**src/rtl/isr64_pkg.sv**
```systemverilog
// Shared types and constants for the 64-bit integer square root block.
// Used by isr64_ctrl, isr64_dp and integer_square_root_64_top.
package isr64_pkg;

   localparam int VALUE_WIDTH           = 64;
   localparam int ROOT_WIDTH            = 32;
   localparam int OPERAND_WIDTH_DEFAULT = 64;

   typedef struct packed {
      logic load;
      logic step;
      logic publish;
   } cmd_type;

endpackage

```
**src/rtl/isr64_dp.sv**
```systemverilog
// Datapath of the square root block: restoring root, one bit per step.
// Depends on isr64_pkg; driven by commands from isr64_ctrl.
module isr64_dp
   import isr64_pkg::*;
#(
   parameter int OPERAND_WIDTH = OPERAND_WIDTH_DEFAULT
) (
   input  logic                   clock,
   input  cmd_type                cmd,
   input  logic [VALUE_WIDTH-1:0] value,
   output logic [ROOT_WIDTH-1:0]  root
);

   localparam int RW    = (OPERAND_WIDTH + 1) / 2;
   localparam int PW    = 2 * RW;
   localparam int REM_W = RW + 2;

   logic [PW-1:0]            op_ff,   op_in;
   logic [REM_W-1:0]         rem_ff,  rem_in;
   logic [RW-1:0]            root_ff, root_in;
   logic [ROOT_WIDTH-1:0]    res_ff,  res_in;

   logic [OPERAND_WIDTH-1:0] operand;
   logic                     negative;
   logic [REM_W-1:0]         shifted;
   logic [REM_W-1:0]         trial;
   logic [REM_W-1:0]         diff;
   logic                     take;
   logic [RW:0]              root_ext;

   assign operand  = value[OPERAND_WIDTH-1:0];
   assign negative = operand[OPERAND_WIDTH-1];
   assign shifted  = {rem_ff[RW-1:0], op_ff[PW-1 -: 2]};
   assign trial    = {root_ff, 2'b01};
   assign diff     = shifted - trial;
   assign take     = (shifted >= trial);
   assign root_ext = {root_ff, take};

   always_comb begin
      op_in   = op_ff;
      rem_in  = rem_ff;
      root_in = root_ff;
      res_in  = res_ff;
      if (cmd.load) begin
         op_in   = negative ? '0 : PW'(operand);
         rem_in  = '0;
         root_in = '0;
      end else if (cmd.step) begin
         op_in   = op_ff << 2;
         rem_in  = take ? diff : shifted;
         root_in = root_ext[RW-1:0];
      end
      if (cmd.publish) begin
         res_in = ROOT_WIDTH'(root_ff);
      end
   end

   always_ff @(posedge clock) begin
      op_ff   <= op_in;
      rem_ff  <= rem_in;
      root_ff <= root_in;
      res_ff  <= res_in;
   end

   assign root = res_ff;

endmodule

```
**src/rtl/isr64_ctrl.sv**
```systemverilog
// Controller of the square root block: handshakes, step counter, result valid.
// Depends on isr64_pkg; issues commands to isr64_dp.
module isr64_ctrl
   import isr64_pkg::*;
#(
   parameter int OPERAND_WIDTH = OPERAND_WIDTH_DEFAULT
) (
   input  logic    clock,
   input  logic    reset,
   input  logic    req_tvalid,
   output logic    req_tready,
   output logic    rsp_tvalid,
   input  logic    rsp_tready,
   output cmd_type cmd
);

   localparam int RW    = (OPERAND_WIDTH + 1) / 2;
   localparam int CNT_W = $clog2(RW + 1);

   typedef enum logic {
      IDLE,
      BUSY
   } state_type;

   state_type        state_ff, state_in;
   logic [CNT_W-1:0] cnt_ff,   cnt_in;
   logic             valid_ff, valid_in;
   logic             slot_free;

   assign slot_free  = !valid_ff || rsp_tready;
   assign req_tready = (state_ff == IDLE);
   assign rsp_tvalid = valid_ff;

   always_comb begin
      state_in = state_ff;
      cnt_in   = cnt_ff;
      valid_in = valid_ff && !rsp_tready;
      cmd      = '0;
      unique case (state_ff)
         IDLE: begin
            if (req_tvalid) begin
               cmd.load = 1'b1;
               cnt_in   = CNT_W'(RW);
               state_in = BUSY;
            end
         end
         BUSY: begin
            if (cnt_ff != '0) begin
               cmd.step = 1'b1;
               cnt_in   = cnt_ff - 1'b1;
            end else if (slot_free) begin
               cmd.publish = 1'b1;
               valid_in    = 1'b1;
               state_in    = IDLE;
            end
         end
         default: state_in = IDLE;
      endcase
   end

   always_ff @(posedge clock) begin
      if (reset) begin
         state_ff <= IDLE;
         cnt_ff   <= '0;
         valid_ff <= 1'b0;
      end else begin
         state_ff <= state_in;
         cnt_ff   <= cnt_in;
         valid_ff <= valid_in;
      end
   end

endmodule

```
**src/rtl/integer_square_root_64_top.sv**
```systemverilog
// Top level of the 64-bit integer square root block.
// Depends on isr64_pkg, isr64_ctrl and isr64_dp.
//
// Usage:
//   req channel carries one signed operand per transaction; only the low
//   OPERAND_WIDTH bits count, read as two's complement. Zero or negative
//   operands give a root of zero.
//   rsp channel returns floor(sqrt(operand)) per transaction, in order.
//   Timing: an operand is taken while the controller is idle, then the
//   restoring loop in the datapath produces one root bit per cycle,
//   ceil(OPERAND_WIDTH/2) root bits (32 at the default), then the result
//   register is loaded once it is free, and rsp_tvalid rises with it. A
//   new operand is taken only after the previous result has been loaded.
//   A stalled receiver holds rsp_tvalid and rsp_tdata; the next operand is
//   still accepted and computed, and waits in the datapath until the
//   result register is free.
//   Reset (synchronous, active high) drops any transaction in flight and
//   returns the block to idle with rsp_tvalid low.
module integer_square_root_64_top
   import isr64_pkg::*;
#(
   parameter int OPERAND_WIDTH = OPERAND_WIDTH_DEFAULT
) (
   input  logic                   clock,
   input  logic                   reset,
   input  logic                   req_tvalid,
   output logic                   req_tready,
   input  logic [VALUE_WIDTH-1:0] req_tdata,   // [63:0] value
   output logic                   rsp_tvalid,
   input  logic                   rsp_tready,
   output logic [ROOT_WIDTH-1:0]  rsp_tdata    // [31:0] root
);

   cmd_type cmd;

   isr64_ctrl #(
      .OPERAND_WIDTH(OPERAND_WIDTH)
   ) u_ctrl (
      .clock     (clock),
      .reset     (reset),
      .req_tvalid(req_tvalid),
      .req_tready(req_tready),
      .rsp_tvalid(rsp_tvalid),
      .rsp_tready(rsp_tready),
      .cmd       (cmd)
   );

   isr64_dp #(
      .OPERAND_WIDTH(OPERAND_WIDTH)
   ) u_dp (
      .clock(clock),
      .cmd  (cmd),
      .value(req_tdata),
      .root (rsp_tdata)
   );

   a_load_busy: assert property (@(posedge clock) disable iff (reset)
      cmd.load |=> !req_tready)
      else $error("controller still ready after loading an operand");

   a_publish_valid: assert property (@(posedge clock) disable iff (reset)
      cmd.publish |=> rsp_tvalid)
      else $error("published result not presented");

   a_publish_slot: assert property (@(posedge clock) disable iff (reset)
      cmd.publish |-> (!rsp_tvalid || rsp_tready))
      else $error("result register overwritten while stalled");

   a_rise_from_publish: assert property (@(posedge clock) disable iff (reset)
      $rose(rsp_tvalid) |-> $past(cmd.publish))
      else $error("rsp_tvalid raised without a publish");

endmodule

```
**config.mk**
```make
export PLATFORM = sky130hd
export DESIGN_NAME = integer_square_root_64_top
export DESIGN_NICKNAME = d
export VERILOG_FILES = /design/src/rtl/isr64_pkg.sv /design/src/rtl/isr64_dp.sv /design/src/rtl/isr64_ctrl.sv /design/src/rtl/integer_square_root_64_top.sv
export SDC_FILE = /design/constraint.sdc
export NUM_CORES = 1
export LEC_CHECK = 0
export BUFFER_PORTS_ARGS = -buffer_cell sky130_fd_sc_hd__buf_2
export CORE_ASPECT_RATIO = 0.75
export CORE_UTILIZATION = 35
export DETAILED_ROUTE_END_ITERATION = 8
export HOLD_SLACK_MARGIN = 0.12
export PLACE_DENSITY = 0.55
export SYNTH_ARGS = -nofsm -noshare
export SYNTH_HDL_FRONTEND = slang
export SYNTH_HIERARCHICAL = 1
export SYNTH_SLANG_ARGS = --single-unit
```
**constraint.sdc**
```tcl
create_clock -name clock -period 3.5 [get_ports clock]
set_clock_uncertainty 0.2 [all_clocks]
set_input_delay 0.175 -clock clock [delete_from_list [all_inputs] [get_ports clock]]
set_output_delay 0.175 -clock clock [all_outputs]
set_load 0.01 [all_outputs]
```
# ---- After elaboration in Yosys (flattened, before gate mapping)
# Index checks and enable logic that the tools add are counted.
dict set report classes {
  n_addsub 2
  order_cmp 1
  n_eq_ne 2
  n_mux 19
  bitwise_logic 1
  n_reduce_logical 7
}
# operator count
set ops {}
lappend ops {{64-bit two-way mux} 2}
lappend ops {{63-bit two-way mux} 1}
lappend ops {{34-bit greater-or-equal comparator} 1}
lappend ops {{32-bit two-way mux} 1}
lappend ops {{32-bit subtractor} 1}
lappend ops {{6-bit two-way mux} 2}
lappend ops {{6-bit one-hot mux with 2 select lines} 1}
lappend ops {{1-bit two-way mux} 10}
lappend ops {{6-bit nonzero test} 1}
lappend ops {{6-bit by 1-bit subtractor with 6-bit output (second input constant)} 1}
lappend ops {{2-bit != test (second input constant)} 2}
lappend ops {{1-bit logical NOT} 2}
lappend ops {{2-bit two-way mux} 1}
lappend ops {{1-bit one-hot mux with 2 select lines} 1}
lappend ops {{2-bit AND reduction} 1}
lappend ops {{2-bit nonzero test} 1}
lappend ops {{1-bit logical AND} 1}
lappend ops {{1-bit logical OR} 1}
lappend ops {{1-bit NOT} 1}
dict set report word_totals {
  register_bits 168
  out_inout_bits 34
  wordCells 39
}

# ---- Logic depth before layout (Yosys ltp)
dict set report logic_depth {
  word_depth 7
  depth_mapped 13
  mapped_depth_nobuf 11
}

# ---- By module
# Netlist, hierarchy kept.
# mod n_inst cells_each area_per_inst_um2 seq_area_each_um2
set modules_own_cells {}
lappend modules_own_cells {isr64_dp 1 813 8050.2 4164.0}
lappend modules_own_cells {isr64_ctrl 1 46 405.4 160.2}

# ---- Worst setup path before layout
# OpenSTA, ideal clock, no wires.
dict set report synth_path {
  path_type {flip-flop to flip-flop}
  start {register u_ctrl.cnt_ff[0]}
  end {register u_dp.op_ff[0] (enable)}
  setup_time_ps 418
  arrival_time_ps 2644
  required_time_ps 2882
  slack_ps 238
  stages_incl_launch_ff 9
  path_buffers 1
  synth_period_minus_slack_ps 3262
  cell_sequence {dfxtp_1 inv_1 ha_1 or3b_4 o21ai_4 inv_2 clkbuf_1 nor2_1 inv_1}
}
# element line_no
set synth_rtl {}
lappend synth_rtl {{start, declared} isr64_ctrl.sv:26} ;# logic [CNT_W-1:0] cnt_ff, cnt_in;
lappend synth_rtl {{start signal, assigned} isr64_ctrl.sv:68} ;# cnt_ff <= cnt_in;
lappend synth_rtl {{end signal, assigned} isr64_dp.sv:59} ;# op_ff <= op_in;
lappend synth_rtl {{end, declared} isr64_dp.sv:18} ;# logic [PW-1:0] op_ff, op_in;

# ---- Worst setup path in the final report
dict set report layout_path {
  start {register u_dp.root_ff[8]}
  end {register u_dp.rem_ff[28]}
}
dict set report layout_between {
  elab_chain_cells 2
  elab_cells_between_ends 3
}
# element line_no
set layout_lines {}
lappend layout_lines {{start, declared} isr64_dp.sv:20} ;# logic [RW-1:0] root_ff, root_in;
lappend layout_lines {{start signal, assigned} isr64_dp.sv:61} ;# root_ff <= root_in;
lappend layout_lines {{32-bit subtractor or 34-bit greater-or-equal comparator (tied branches)} {isr64_dp.sv:35, isr64_dp.sv:36}}
lappend layout_lines {{32-bit two-way mux (*)} isr64_dp.sv:50} ;# rem_in = take ? diff : shifted;
lappend layout_lines {{end signal, assigned} isr64_dp.sv:60} ;# rem_ff <= rem_in;
lappend layout_lines {{end, declared} isr64_dp.sv:19} ;# logic [REM_W-1:0] rem_ff, rem_in;
# Every way passes the cells marked *; elsewhere a longest branch is shown, timed or not.
# A chain may end at the register's enable or synchronous reset.

==> impl_metrics.ini <==
[timing]
maxSlewViolCount = 0
period_minus_slack_ns = 3.247
fin_crit_sh = 0.9278
final.setup.worst_slack_ns = 0.2525
fmax_ghz = 0.3079
worst_pin_slew_ns = 0.6600
slew-limit-headroom = 0.5600
setup_viol = 0
tns_ns = 0
hold_violations = 0
rsz0062_at_grt = no

[logic_synthesis]
synth_common_cells = inv_1, edfxtp_1, nand2_1, nor2_1, o21ai_0
synth_top_area_frac = 0.3409
ys_warn_count = 6
syn_area_sq_um = 8456
syn_area_per_cell_sq_um = 9.844
async_flop_share = 0
synth_cell_types = 61
synth_most_common_cell = inv_1
synth_edf_count = 96
synth_nets = 962
synth-seq-area-share = 0.5114
ys_ff_latch = 168
synthCells = 859
post_synth_main_area_contributors = edfxtp_1, dfxtp_1, mux2i_1
synth_ff_type = edfxtp_1
yosysTopAreaCell = edfxtp_1

[drt]
drtIter0Drc = 423
met1_length_microns = 10240
drcViolationCount = 0
viasPerCell = 4.842
detail-route-antenna-nets = 0
top_layer_used = met4
first_pass_iters = 6
wl_met3_microns = 754
route.met2.wl_microns = 7815
vias = 6498
routed_wl_microns = 18960
wl_per_cell_microns = 14.13

[placed_design]
place_hpwl_microns = 12350
io_buffers = 101
gp_congestion = 0.8062
place_ws_ns = 0.2050

[floorplanning]
core_area_sq_um = 23360
ios = 102
die_h_microns = 136.6
initial_core_util = 0.3619
fp.dieW_microns = 181.5
num_rows = 48
dieArea_sq_um = 24790

[worst_setup_path]
cp-start-kind = register
worstSetupPathType = reg2reg
crit_required_ns = 3.65
cp.arrival_ns = 3.40
cp_max_fo = 6
cp-end-kind = register
reg2reg_depth = 12

[global_routing]
grt_max_degree = 73
grt_overflow = 0
grt_pass1_vias = 6178
grt_pass1_wl_microns = 31510
antenna_found_initial = 0
grt.total_usage = 0.1606

[clock_network]
clk_path_buf_depth = 2
clkTransAtPathRegs_ns = 0.07
numCtsBuffers = 17
clkSinkCount = 168
cts_root_buffer = clkbuf_16
cts_tree = done
clkLatencyLatePin_ns = 0.44
htreeDepth = 4

[worst_hold_path]
worstHoldPathCells = 0
hp-class = reg2reg

[layout]
areaGrowthSynthToFinish_pct = 27.30
diodes = 0
nNetsFinal = 1132
drive_above_1_share = 0.1583

[power_and_ir_drop]
ir_drop_mv = 0.5221
leakagePower_nw = 4.347
p_per_area_nw_per_um2 = 897.1

[outcome]
outcome = complete, no violations

[flow_run]
drv_cap = 0
-- layout by cell type, fill, tap and decap left out, types with 6 or more instances in the layout --
cell	Yosys	routed
buf_2	0	101
nor2_1	80	80
clkbuf_16	0	17
nor3_1	8	8
a211oi_1	34	34
a21oi_1	29	29
o21ai_0	77	77
nand2_1	83	83
mux2i_1	60	60
nand4_1	10	10
nand2b_1	6	6
nor2b_1	7	6
ha_1	35	35
inv_1	105	103
o21bai_1	6	6
dfxtp_1	72	72
buf_4	0	7
xor2_1	14	14
a21o_1	15	15
dlygate4sd3_1	0	81
edfxtp_1	96	96
xnor2_1	16	16
clkinv_8	0	7
-- what timing repair did --
item	in CTS	in global routing
endpoints found under the setup margin	0	14
setup buffers	0	1
hold endpoints to repair	71	0
hold buffers	81	0
gates resized for setup	0	1
-- layer usage --
metal	vias up	track usage
met3	12	0.04045
met4	0	0.04426
met5	-	0
met2	123	0.2284
li1	3328	-
met1	3035	0.2382
-- layout make-up --
cell class                      count  area (sq um)
Clock buffer                       17         425.4
Clock inverter                     15         220.2
Fill cell                        2164         12600
Inverter                          106         400.4
Multi-Input combinational cell    542          3558
Sequential cell                   168          4324
Tap cell                          300         375.4
Timing Repair Buffer              194          1460
-- report_power, final --
| group | internal [mW] | switching, mW | total, mW | leakage [nW] |
|---|---|---|---|---|
| combinational | 2.21 | 2.71 | 4.91 | 2.51 |
| clock | 1.05 | 0.937 | 1.99 | 0.310 |
| sequential | 2.55 | 0.205 | 2.76 | 1.53 |
-- worst max-delay path: stages, from the launching register on --
cell,delay (ns)
dfxtp_1,0.38
inv_1,0.07
ha_1,0.39
nand4_1,0.15
nor4_1,0.35
o31ai_2,0.15
a211oi_1,0.33
nor3b_1,0.10
buf_4,0.17
o31ai_1,0.39
xor2_1,0.19
mux2i_1,0.09
a211oi_1,0.22
-- per-stage QoR --
| step | hold slack [ns] | std cells | utilization | power (mW) | cell area [sq um] |
|---|---|---|---|---|---|
| after CTS | 0.2875 | 1341 | 0.4603 | 9.670 | 10750 |
| after floorplan | 0.04407 | 859 | - | 6.542 | 8456 |
| after global routing | 0.3118 | 1342 | 0.4607 | 10.36 | 10760 |
| after global placement | 0.2465 | 1228 | 0.3979 | 7.571 | 9296 |
| after detailed placement | 0.2550 | 1228 | 0.3979 | 7.553 | 9296 |
| final | 0.2842 | 1342 | 0.4607 | 9.657 | 10760 |
-- flip-flops by register name (all words and copies together) (netlist names) --
| register | cells |
|---|---|
| u_dp/op_ff | 64 |
| u_dp/rem_ff | 32 |
| u_dp/root | 32 |
| u_dp/root_ff | 32 |
| u_ctrl/cnt_ff | 6 |
| u_ctrl/rsp_tvalid | 1 |
| u_ctrl/state_ff | 1 |
-- kinds of logic (layout without fill, tap and decap cells) --
logic type | after synthesis | after routing | synth area share
compound gates | 197 | 197 | 0.1499
xor+xnor | 30 | 30 | 0.03107
fa+ha+maj | 35 | 35 | 0.05179
buf+inv | 149 | 332 | 0.06881
flops | 168 | 168 | 0.5114
mux | 61 | 61 | 0.07236
simple gates | 219 | 219 | 0.1147
-- final timing paths --
| path | start | to | slack, ns |
|---|---|---|---|
| setup / recovery | u_dp/root_ff[8] | u_dp/rem_ff[28] | 0.25 |
| hold / removal | u_dp/root_ff[6] | u_dp/root[6] | 0.28 |
| setup reg to reg | u_dp/root_ff[8] | u_dp/rem_ff[28] | 0.25 |
| hold reg to reg | u_dp/root_ff[6] | u_dp/root[6] | 0.28 |
Power figures use the tool's default switching activity.
